===== src/hdl/tss_pkg.sv =====
`default_nettype none

package tss_pkg;

  localparam int MAX_TASKS_DEF = 8;
  localparam int COUNT_LIMIT   = 500;

  localparam int TIME_W    = 24;
  localparam int SLEEP_W   = 25;
  localparam int CNT_W     = 16;
  localparam int PRIO_W    = 8;
  localparam int WEIGHT_W  = 8;
  localparam int TCOUNT_W  = 4;
  localparam int CFG_W     = 64;
  localparam int CFG_IDX_W = 2;
  localparam int SLOT_W    = 3;
  localparam int OP_W      = 2;

  typedef enum logic [OP_W-1:0] {
    OP_TICK  = 2'd0,
    OP_DELAY = 2'd1,
    OP_SCHED = 2'd2,
    OP_NOP   = 2'd3
  } op_t;

  typedef enum logic [1:0] {
    TS_READY = 2'd0,
    TS_WAIT  = 2'd1,
    TS_RUN   = 2'd2
  } task_st_t;

  typedef enum logic [CFG_IDX_W-1:0] {
    CFG_TASK_COUNT   = 2'd0,
    CFG_PRIORITIES   = 2'd1,
    CFG_PRIO_WEIGHT  = 2'd2,
    CFG_COUNT_WEIGHT = 2'd3
  } cfg_reg_t;

  typedef enum logic [2:0] {
    ST_IDLE,
    ST_TICK,
    ST_DELAY,
    ST_SCAN,
    ST_MUL,
    ST_CMP,
    ST_DISP,
    ST_DONE
  } fsm_state_t;

  typedef struct packed {
    logic [OP_W-1:0]   op;
    logic [SLOT_W-1:0] task_index;
    logic [TIME_W-1:0] time_amount;
  } in_item_t;

  typedef struct packed {
    logic              dispatched;
    logic [SLOT_W-1:0] dispatched_task;
    logic              choice_valid;
    logic [SLOT_W-1:0] choice_task;
  } out_item_t;

  typedef struct packed {
    logic load;
    logic tick_step;
    logic delay_step;
    logic scan_step;
    logic mul_step;
    logic cmp_step;
    logic disp_step;
  } dp_cmd_t;

  typedef struct packed {
    logic last_slot;
  } dp_stat_t;

endpackage

`default_nettype wire


===== src/hdl/tss_ctrl.sv =====
`default_nettype none

module tss_ctrl (
  input  logic                   clk,
  input  logic                   rst_n,
  input  logic                   start,
  input  logic [tss_pkg::OP_W-1:0] op,
  output logic                   busy,
  output logic                   out_valid,
  output tss_pkg::dp_cmd_t       cmd,
  input  tss_pkg::dp_stat_t      stat
);
  import tss_pkg::*;

  fsm_state_t state_r, state_nxt;

  always_ff @(posedge clk) begin
    if (!rst_n) begin
      state_r <= ST_IDLE;
    end else begin
      state_r <= state_nxt;
    end
  end

  always_comb begin
    state_nxt = state_r;
    case (state_r)
      ST_IDLE: begin
        if (start) begin
          case (op)
            OP_TICK:  state_nxt = ST_TICK;
            OP_DELAY: state_nxt = ST_DELAY;
            OP_SCHED: state_nxt = ST_SCAN;
            default:  state_nxt = ST_DONE;
          endcase
        end
      end
      ST_TICK: begin
        if (stat.last_slot) state_nxt = ST_DONE;
      end
      ST_DELAY: state_nxt = ST_DONE;
      ST_SCAN: begin
        if (stat.last_slot) state_nxt = ST_MUL;
      end
      ST_MUL:  state_nxt = ST_CMP;
      ST_CMP:  state_nxt = ST_DISP;
      ST_DISP: state_nxt = ST_DONE;
      ST_DONE: state_nxt = ST_IDLE;
      default: state_nxt = ST_IDLE;
    endcase
  end

  always_comb begin
    busy           = (state_r != ST_IDLE);
    out_valid      = (state_r == ST_DONE);
    cmd            = '0;
    cmd.load       = (state_r == ST_IDLE) && start;
    cmd.tick_step  = (state_r == ST_TICK);
    cmd.delay_step = (state_r == ST_DELAY);
    cmd.scan_step  = (state_r == ST_SCAN);
    cmd.mul_step   = (state_r == ST_MUL);
    cmd.cmp_step   = (state_r == ST_CMP);
    cmd.disp_step  = (state_r == ST_DISP);
  end

`ifndef SYNTHESIS
  a_accept_busy: assert property (@(posedge clk) disable iff (!rst_n)
    (start && !busy) |=> busy)
    else $error("accepted transaction did not raise busy");

  a_done_idle: assert property (@(posedge clk) disable iff (!rst_n)
    out_valid |=> !busy)
    else $error("block stayed busy after the result strobe");

  a_scan_before_mul: assert property (@(posedge clk) disable iff (!rst_n)
    (state_r == ST_MUL) |-> ($past(state_r) == ST_SCAN))
    else $error("weighting started without a finished slot scan");
`endif

endmodule

`default_nettype wire


===== src/hdl/tss_datapath.sv =====
`default_nettype none

module tss_datapath #(
  parameter int MAX_TASKS = tss_pkg::MAX_TASKS_DEF
) (
  input  logic                          clk,
  input  logic                          rst_n,
  input  tss_pkg::dp_cmd_t              cmd,
  output tss_pkg::dp_stat_t             stat,
  input  tss_pkg::in_item_t             in_data,
  input  logic                          cfg_we,
  input  logic [tss_pkg::CFG_IDX_W-1:0] cfg_index,
  input  logic [tss_pkg::CFG_W-1:0]     cfg_data,
  output tss_pkg::out_item_t            out_data
);
  import tss_pkg::*;

  localparam int IDX_W = $clog2(MAX_TASKS);
  localparam int N_W   = $clog2(MAX_TASKS + 1);
  localparam int SUM_W = N_W + CNT_W + 1;
  localparam int PP_W  = PRIO_W + WEIGHT_W;
  localparam int SP_W  = SUM_W + WEIGHT_W;
  localparam int CMP_W = SP_W + 1;

  // Configuration registers
  logic [TCOUNT_W-1:0] task_count_r;
  logic [CFG_W-1:0]    prio_r;
  logic [WEIGHT_W-1:0] pw_r;
  logic [WEIGHT_W-1:0] cw_r;

  always_ff @(posedge clk) begin
    if (!rst_n) begin
      task_count_r <= TCOUNT_W'(1);
      prio_r       <= '0;
      pw_r         <= WEIGHT_W'(1);
      cw_r         <= WEIGHT_W'(1);
    end else if (cfg_we) begin
      case (cfg_index)
        CFG_TASK_COUNT:   task_count_r <= cfg_data[TCOUNT_W-1:0];
        CFG_PRIORITIES:   prio_r       <= cfg_data;
        CFG_PRIO_WEIGHT:  pw_r         <= cfg_data[WEIGHT_W-1:0];
        CFG_COUNT_WEIGHT: cw_r         <= cfg_data[WEIGHT_W-1:0];
        default: ;
      endcase
    end
  end

  // Active task count, clamped to 1..MAX_TASKS
  logic [N_W-1:0] n_eff;
  always_comb begin
    if (task_count_r == '0) begin
      n_eff = N_W'(1);
    end else if (32'(task_count_r) > MAX_TASKS) begin
      n_eff = N_W'(MAX_TASKS);
    end else begin
      n_eff = N_W'(task_count_r);
    end
  end

  // Latched transaction
  logic [SLOT_W-1:0] idx_r;
  logic [TIME_W-1:0] amt_r;

  always_ff @(posedge clk) begin
    if (cmd.load) begin
      idx_r <= in_data.task_index;
      amt_r <= in_data.time_amount;
    end
  end

  // Slot storage
  logic signed [SLEEP_W-1:0] sleep_r [MAX_TASKS];
  task_st_t                  st_r    [MAX_TASKS];
  logic [CNT_W-1:0]          cnt_r   [MAX_TASKS];
  logic [IDX_W-1:0]          walk_r;
  logic [IDX_W-1:0]          rr_r;

  logic [IDX_W:0]   rr_inc;
  logic [IDX_W-1:0] ptr;
  logic             idx_ok;
  logic [IDX_W-1:0] addr;
  logic [5:0]       addr_w;

  assign rr_inc = {1'b0, rr_r} + (IDX_W+1)'(1);
  assign ptr    = (rr_inc >= (IDX_W+1)'(n_eff)) ? '0 : rr_inc[IDX_W-1:0];
  assign idx_ok = (32'(idx_r) < 32'(n_eff));

  always_comb begin
    if (cmd.disp_step) begin
      addr = ptr;
    end else if (cmd.delay_step) begin
      addr = IDX_W'(idx_r);
    end else begin
      addr = walk_r;
    end
  end

  logic signed [SLEEP_W-1:0] sl;
  task_st_t                  st;
  logic [CNT_W-1:0]          cnt;
  logic [PRIO_W-1:0]         pri;

  assign sl     = sleep_r[addr];
  assign st     = st_r[addr];
  assign cnt    = cnt_r[addr];
  assign addr_w = 6'(addr);
  assign pri    = (addr_w < 6'd8) ? prio_r[addr_w[2:0]*PRIO_W +: PRIO_W] : '0;

  assign stat.last_slot = (N_W'(walk_r) == (n_eff - N_W'(1)));

  logic signed [SLEEP_W-1:0] sl_nxt;
  task_st_t                  st_nxt;
  logic [CNT_W-1:0]          cnt_nxt;
  logic                      slot_we;
  logic signed [SLEEP_W-1:0] amt_s;

  assign amt_s = $signed({1'b0, amt_r});

  always_comb begin
    sl_nxt  = sl;
    st_nxt  = st;
    cnt_nxt = cnt;
    slot_we = 1'b0;
    if (cmd.tick_step) begin
      slot_we = 1'b1;
      if (sl > 0) begin
        sl_nxt = sl - amt_s;
      end else begin
        sl_nxt = '0;
        st_nxt = TS_READY;
      end
    end else if (cmd.delay_step) begin
      slot_we = idx_ok;
      if (st != TS_WAIT) begin
        sl_nxt = amt_s;
        if (amt_r != '0) st_nxt = TS_WAIT;
      end
      if ((st_nxt == TS_WAIT) && (sl_nxt <= 0)) begin
        sl_nxt = '0;
        st_nxt = TS_READY;
      end
    end else if (cmd.disp_step) begin
      slot_we = 1'b1;
      if (st != TS_WAIT) begin
        st_nxt = TS_RUN;
        if (cnt != {CNT_W{1'b1}}) cnt_nxt = cnt + CNT_W'(1);
      end
    end
  end

  always_ff @(posedge clk) begin
    if (!rst_n) begin
      for (int i = 0; i < MAX_TASKS; i++) begin
        sleep_r[i] <= '0;
        st_r[i]    <= TS_READY;
        cnt_r[i]   <= CNT_W'(1);
      end
      rr_r <= '0;
    end else begin
      if (slot_we) begin
        sleep_r[addr] <= sl_nxt;
        st_r[addr]    <= st_nxt;
        cnt_r[addr]   <= cnt_nxt;
      end
      if (cmd.disp_step) rr_r <= ptr;
    end
  end

  // Slot scan for the weighted choice
  logic [SUM_W-1:0]  sum_r;
  logic              has_p_r, has_c_r;
  logic [IDX_W-1:0]  p_idx_r, c_idx_r;
  logic [PRIO_W-1:0] p_pri_r, c_pri_r;
  logic [CNT_W-1:0]  p_cnt_r, c_cnt_r;

  always_ff @(posedge clk) begin
    if (!rst_n) begin
      walk_r  <= '0;
      has_p_r <= 1'b0;
      has_c_r <= 1'b0;
    end else if (cmd.load) begin
      walk_r  <= '0;
      has_p_r <= 1'b0;
      has_c_r <= 1'b0;
    end else begin
      if (cmd.tick_step || cmd.scan_step) walk_r <= walk_r + IDX_W'(1);
      if (cmd.scan_step && (st == TS_READY)) begin
        if (pri > p_pri_r) has_p_r <= 1'b1;
        if (cnt < c_cnt_r) has_c_r <= 1'b1;
      end
    end
  end

  always_ff @(posedge clk) begin
    if (cmd.load) begin
      sum_r   <= '0;
      p_pri_r <= '0;
      c_cnt_r <= CNT_W'(COUNT_LIMIT);
    end else if (cmd.scan_step) begin
      sum_r <= sum_r + SUM_W'(cnt) + SUM_W'(1);
      if (st == TS_READY) begin
        if (pri > p_pri_r) begin
          p_pri_r <= pri;
          p_idx_r <= walk_r;
          p_cnt_r <= cnt;
        end
        if (cnt < c_cnt_r) begin
          c_cnt_r <= cnt;
          c_idx_r <= walk_r;
          c_pri_r <= pri;
        end
      end
    end
  end

  // Weighted terms: one multiply per term, registered before the compare
  logic [SUM_W-1:0] slack_c, slack_p;
  logic [PP_W-1:0]  pc_r, pp_r;
  logic [SP_W-1:0]  sc_r, sp_r;

  assign slack_c = sum_r - SUM_W'(c_cnt_r) - SUM_W'(1);
  assign slack_p = sum_r - SUM_W'(p_cnt_r);

  always_ff @(posedge clk) begin
    if (cmd.mul_step) begin
      pc_r <= PP_W'(c_pri_r) * PP_W'(pw_r);
      pp_r <= PP_W'(p_pri_r) * PP_W'(pw_r);
      sc_r <= SP_W'(slack_c) * SP_W'(cw_r);
      sp_r <= SP_W'(slack_p) * SP_W'(cw_r);
    end
  end

  logic [CMP_W-1:0] lhs, rhs;
  assign lhs = CMP_W'(pc_r) + CMP_W'(sc_r);
  assign rhs = CMP_W'(pp_r) + CMP_W'(sp_r);

  out_item_t res_r;

  always_ff @(posedge clk) begin
    if (!rst_n || cmd.load) begin
      res_r <= '0;
    end else begin
      if (cmd.cmp_step) begin
        if (n_eff == N_W'(1)) begin
          res_r.choice_valid <= 1'b1;
          res_r.choice_task  <= '0;
        end else if (!has_p_r && !has_c_r) begin
          res_r.choice_valid <= 1'b0;
          res_r.choice_task  <= '0;
        end else begin
          res_r.choice_valid <= 1'b1;
          if (!has_p_r || (has_c_r && (lhs >= rhs))) begin
            res_r.choice_task <= SLOT_W'(c_idx_r);
          end else begin
            res_r.choice_task <= SLOT_W'(p_idx_r);
          end
        end
      end
      if (cmd.disp_step) begin
        res_r.dispatched      <= (st != TS_WAIT);
        res_r.dispatched_task <= SLOT_W'(ptr);
      end
    end
  end

  assign out_data = res_r;

`ifndef SYNTHESIS
  a_ptr_in_range: assert property (@(posedge clk) disable iff (!rst_n)
    cmd.disp_step |=> ((IDX_W+1)'(rr_r) < (IDX_W+1)'($past(n_eff))))
    else $error("round-robin pointer left the active slots");

  a_choice_clean: assert property (@(posedge clk) disable iff (!rst_n)
    !res_r.choice_valid |-> (res_r.choice_task == '0))
    else $error("invalid choice carries a slot number");

  a_scan_no_update: assert property (@(posedge clk) disable iff (!rst_n)
    cmd.scan_step |-> !slot_we)
    else $error("slot storage written during the scan");
`endif

endmodule

`default_nettype wire


===== src/hdl/task_scheduler_sleep_timers.sv =====
`default_nettype none

// Round-robin task scheduler with a sleep timer, a status and a dispatch count
// per task slot. Raise start with a transaction on in_data while busy is low;
// the single result appears on out_data for exactly one cycle with out_valid
// high, and must be taken then, as the block cannot be held off. Every
// transaction gives one result; tick, delay and no-op give all-zero fields.
// Slots are handled one per cycle by a walk over the slot registers, so with
// n active tasks (task_count clamped to 1..MAX_TASKS) a tick or a schedule
// walks all n slots, a schedule then weights, compares and dispatches, and a
// delay touches only its own slot; no new transaction is taken while busy.
// The result strobe falls in the last busy cycle. Configuration writes on the
// cfg_ port take effect at once and must only be issued while busy is low.
module task_scheduler_sleep_timers #(
  parameter int MAX_TASKS = tss_pkg::MAX_TASKS_DEF
) (
  input  logic                          clk,
  input  logic                          rst_n,
  input  logic                          start,
  output logic                          busy,
  input  tss_pkg::in_item_t             in_data,
  output logic                          out_valid,
  output tss_pkg::out_item_t            out_data,
  input  logic                          cfg_we,
  input  logic [tss_pkg::CFG_IDX_W-1:0] cfg_index,
  input  logic [tss_pkg::CFG_W-1:0]     cfg_data
);
  import tss_pkg::*;

  dp_cmd_t  cmd;
  dp_stat_t stat;

  // Sequence each transaction: decode the op, step the slot walk, hand the
  // weighted terms through multiply and compare, dispatch, then raise the strobe.
  tss_ctrl u_ctrl (
    .clk       (clk),
    .rst_n     (rst_n),
    .start     (start),
    .op        (in_data.op),
    .busy      (busy),
    .out_valid (out_valid),
    .cmd       (cmd),
    .stat      (stat)
  );

  // Hold slot state, configuration and the result register.
  tss_datapath #(
    .MAX_TASKS (MAX_TASKS)
  ) u_datapath (
    .clk       (clk),
    .rst_n     (rst_n),
    .cmd       (cmd),
    .stat      (stat),
    .in_data   (in_data),
    .cfg_we    (cfg_we),
    .cfg_index (cfg_index),
    .cfg_data  (cfg_data),
    .out_data  (out_data)
  );

endmodule

`default_nettype wire

===== config.mk =====
export PLATFORM = sky130hd
export DESIGN_NAME = task_scheduler_sleep_timers
export DESIGN_NICKNAME = d
export VERILOG_FILES = /design/src/hdl/tss_pkg.sv /design/src/hdl/tss_ctrl.sv /design/src/hdl/tss_datapath.sv /design/src/hdl/task_scheduler_sleep_timers.sv
export SDC_FILE = /design/constraint.sdc
export NUM_CORES = 2
export LEC_CHECK = 0
export BUFFER_PORTS_ARGS = -buffer_cell sky130_fd_sc_hd__buf_2
export CAP_MARGIN = 20
export CORE_ASPECT_RATIO = 1.4
export CORE_MARGIN = 1
export CORE_UTILIZATION = 51
export CTS_CLUSTER_SIZE = 14
export DETAILED_ROUTE_END_ITERATION = 10
export GPL_TIMING_DRIVEN = 0
export PLACE_DENSITY = 0.67
export SLEW_MARGIN = 0
export SYNTH_ARGS = -nofsm -noshare
export SYNTH_HDL_FRONTEND = slang
export SYNTH_SLANG_ARGS = --single-unit
export TNS_END_PERCENT = 10

===== constraint.sdc =====
create_clock -name clk -period 9.88 [get_ports clk]
set_input_delay 0.988 -clock clk [delete_from_list [all_inputs] [get_ports clk]]
set_output_delay 0.988 -clock clk [all_outputs]
set_load 0.01 [all_outputs]

==> metrics list <==
* M1 wire length: 53500 um
- The via count of the first global-routing pass came to around 38k.
- The initialized floorplan defines 133 standard-cell rows.
- Largest driver fanout on the critical path: 10
- The cell area that synthesis handed to floorplanning was 48200 um2.
* Area of the multi-input gates: about 28000 um2
- Number of gates resized after CTS: 0
* Post-route setup slack: around 900 ps
* Synth area leaders: edfxtp_1 31%, fa_1 13%, ha_1 8.8%
- For this run, asynchronously set or reset flops after synthesis account for 0.
* Clock sinks: 639
* Synthesized net count: around 5.7k
- The max-slew violation count was 0.
- Power share of the clock group: 0.175
- Metal2 WL: roughly 75000 um
- Seq. cell area: between 15000 and 20000 um2
- Of the post-synthesis cell area, the dominant cell type holds 0.306.
- The internal portion of the total power is 8.19 mW.
- Once placement finished, the instance area stood at around 51000 um2.
* Top cells by count, synth: 612 x nand2_1, 491 x edfxtp_1, 471 x and2_1, 467 x inv_1, 338 x ha_1
* Switching Share: 0.461
- Peak VDD IR: between 0.00015 and 0.0002 V
- Area of the die: roughly 96000 um2
- By instance count, the leading cell after synthesis is nand2_1.
- The die is between 300 and 400 um tall.
- In this run the power spent charging and discharging nets is 7.01 mW.
* Final global-route overflow total: 0
* Maximum buffer depth of the clock tree: 3
- STA classifies the critical path endpoint as a flop.
- Wire length of the first global-routing pass: between 200000 and 250000 um
* Hold Violations, Final: 0
- STA puts the critical path data arrival time at between 9000 and 10000 ps.
- The number of different library cells used by synthesis comes to 98.
- Port-buffer cells: 108
- The path class of the tightest hold or removal check is reg -> reg.
- Clock latency reported for the late side of the worst-skew pair: between 600 and 700 ps
- After clock tree synthesis, the clock-pin slew on the worst setup and hold paths is 70 ps.
- Final worst clock skew: 40.0 ps
- In this run the critical register-to-register path is captured at u_datapath.sleep_r[1][22].
- Nets@finish: 5858
- Worst-case register-to-register setup slack: 890 ps
- In the global route stage, overall resource usage came out at 0.314.
- Type of origin of the critical path: flop
- Critical path class: reg -> reg
* Post-layout power: about 15 mW
- Before antenna repair, the detailed router went through 7 iterations.
- The worst pin sits at a relative slew slack of 0.134.
* Via count of the routed design: 37.7k
- Of all cell types, the one taking the most synthesized area is edfxtp_1.
* Seq cells post-synth: roughly 640
- The filler cells instantiated in the layout total ~8.4k.
* Number of vias per cell: between 5 and 6
- Yosys warnings: 0
- Routed wire length: ~150000 um
- Initial core utilization: 0.514
- Reported max-cap violation count: 0
* Detailed Route Iter0 Violations: 3111
* CP Data Required Time: 10370 ps
* Cts hold-fix bufs: 0
- PD cells: roughly 290 nW/um2
- Of the total power, combinational logic draws 0.587.
* Status: finished, final reports clean
* Average wire length per cell after detail routing: between 20 and 25 um
* Tcrit/Tclk final: 0.910
- Post-CTS setup buffer count: 0
* Portion of the post-synthesis area used by sequential elements: 0.367
- Crit path capture: u_datapath.sleep_r[1][22]
- For the pin with the worst max-slew slack, the measured transition is 1300 ps.
* Leakage dissipation: roughly 22 nW
* Share of final-layout standard cells stronger than drive strength 1: 0.0712
- With fillers left out, the area of the finished cells amounts to between 50000 and 60000 um2.
* Aggregate negative setup slack: 0 ps
- Mean instance size in the synthesized netlist: ~9.8 um2
* Setup-violating endpoint count in the final report: 0
- The core region is ~94000 um2.
* Clock root buffer: clkbuf_16
- Routability congestion estimate: about 0.97
- Counting the buffers created by CTS gives between 60 and 70.
- Prior to clock tree synthesis, the placed netlist has a worst setup slack of approximately 1200 ps.
* Max layer used: met5
- Count of flip-flops with a built-in enable after synthesis: 491
- Number of antenna violations at the first check in global routing: 5
* Placed wire-length estimate after detailed placement: 114000 um
* Number of top-level design ports: 109
* Post-route antenna net violation count: 0
- Worst setup path start: u_datapath.rr_r[0]
* Number of cells traversed by the worst register-to-register path: 26
* DR DRC count: 0
- Pin count of the biggest net entering global routing: between 40 and 50
- The share of total power dissipated in sequential elements is 0.239.
- Worst r2r src: u_datapath.rr_r[0]
- Layout-stage area growth over the synthesis result: 9.60%
* Unrepaired setup endpoints after global routing: false
- TritonCTS clock tree: yes
- Summed over all nets, wire length on met3 after detailed routing comes to ~11000 um.
* Final period demand of the worst path: around 9000 ps
- FMAX: between 100 and 150 MHz
- After technology mapping, the gate count stands at 4916.
- Die Width: 262 um
- In this run the number of H-tree levels came out at 3.
* Most used flip-flop cell after synthesis: edfxtp_1
[worst max-delay path: stages (launching register included)]
cell and delay (ps):
dfxtp_1 370, ha_1 270, xnor2_1 430, inv_1 130
ha_1 320, nand2_1 70, o21ai_2 260, a2111oi_4 200
nor2_2 550, clkbuf_1 760, clkbuf_1 890, o221ai_1 350
a22oi_1 730, inv_1 210, fa_1 470, nand2b_1 180
nand3b_1 110, a21boi_0 90, o21ai_0 380, a221oi_1 260
o211ai_1 280, and3_1 210, o21a_1 140, nor2_1 60
xnor2_1 120, o221ai_1 730, and2_1 240
[cell usage in the layout (no fill, tap or decap), drive strengths merged, types with 21 or more instances in the layout]
master / count
o311ai: 21
o21ai: 120
nand2: 615
ha: 338
buf: 192
nand2b: 36
a21boi: 87
mux2i: 55
xor2: 59
and3: 64
nand3: 126
o211ai: 39
nand4: 25
mux2: 22
a21o: 52
and2: 471
dfxtp: 148
edfxtp: 491
nor2: 296
inv: 471
nor2b: 103
nor3: 46
clkinv: 27
xnor2: 140
clkbuf: 232
a211oi: 54
fa: 306
a21oi: 215
o21bai: 23
[per-stage QoR]
step	utilization	std cells	hold slack (ps)
finish	0.563	6386	464
global placement	0.536	6239	429
global route	0.563	6386	487
floorplan	-	4916	424
detailed placement	0.538	6255	459
CTS	0.563	6380	466
[routing by layer]
metal | GRT usage | vias to the layer above
met3 | 0.0520 | 501
met4 | 0.219 | 2
li1 | - | 17200
met2 | 0.542 | 1674
met1 | 0.350 | 18300
met5 | 0 | -
[kinds of logic after synthesis]
| family | share of synthesized area |
|---|---|
| AOI/OAI and AO/OA | 0.118 |
| and+or+nand+nor | 0.191 |
| DFF | 0.367 |
| adders and majority gates | 0.215 |
| xor gates and xnor gates | 0.0361 |
| muxes | 0.0171 |
| buffers and inverters | 0.0559 |
[final cells by class]
cell class              instances  share of cell area
flip-flops and latches        639               0.335
well taps                    1215              0.0288
multi-input cells            3601               0.528
clock inverters                38             0.00739
repair buffers                128              0.0140
inverters                     467              0.0332
plain buffers                 209              0.0179
diodes                          2           0.0000947
clock buffers                  87              0.0359
[worst min path at each step]
stage	end	slack, ps	depth (start not counted)	start
after CTS	u_datapath.prio_r[47]	470	2	u_datapath.prio_r[47]
final	u_datapath.prio_r[47]	460	2	u_datapath.prio_r[47]
after floorplan	u_datapath.c_idx_r[2]	420	0	u_datapath.walk_r[2]
after global placement	u_datapath.c_idx_r[2]	430	0	u_datapath.walk_r[2]
after detailed placement	u_datapath.prio_r[47]	460	2	u_datapath.prio_r[47]
after global routing	u_datapath.prio_r[35]	490	2	u_datapath.prio_r[35]
[sequential cells by signal (all words and copies together) (netlist names), 4 cells and up]
signal and flops:
u_datapath.sum_r 21, u_datapath.prio_r 64, u_datapath.c_cnt_r 16, u_datapath.cnt_r 128
u_datapath.cw_r 8, u_datapath.p_cnt_r 16, u_datapath.st_r 16, u_datapath.p_pri_r 8
u_datapath.sp_r 29, u_datapath.sc_r 29, u_datapath.task_count_r 4, u_datapath.amt_r 24
u_datapath.pp_r 16, u_datapath.c_pri_r 8, u_datapath.out_data 8, u_datapath.pc_r 16
u_datapath.sleep_r 200, u_datapath.pw_r 8
[power groups by stage]
| stage | Clock [mW] | Combinational, mW | Sequential (mW) |
|---|---|---|---|
| after CTS | 2.67 | 8.84 | 3.62 |
| after global placement | 0 | 8.60 | 3.70 |
| after detailed placement | 0 | 8.79 | 3.68 |
| final | 2.66 | 8.92 | 3.63 |
| after floorplan | 0 | 6.23 | 3.62 |
| after global routing | 2.76 | 9.85 | 3.66 |
Note: power is estimated with default switching activity, not from simulation.
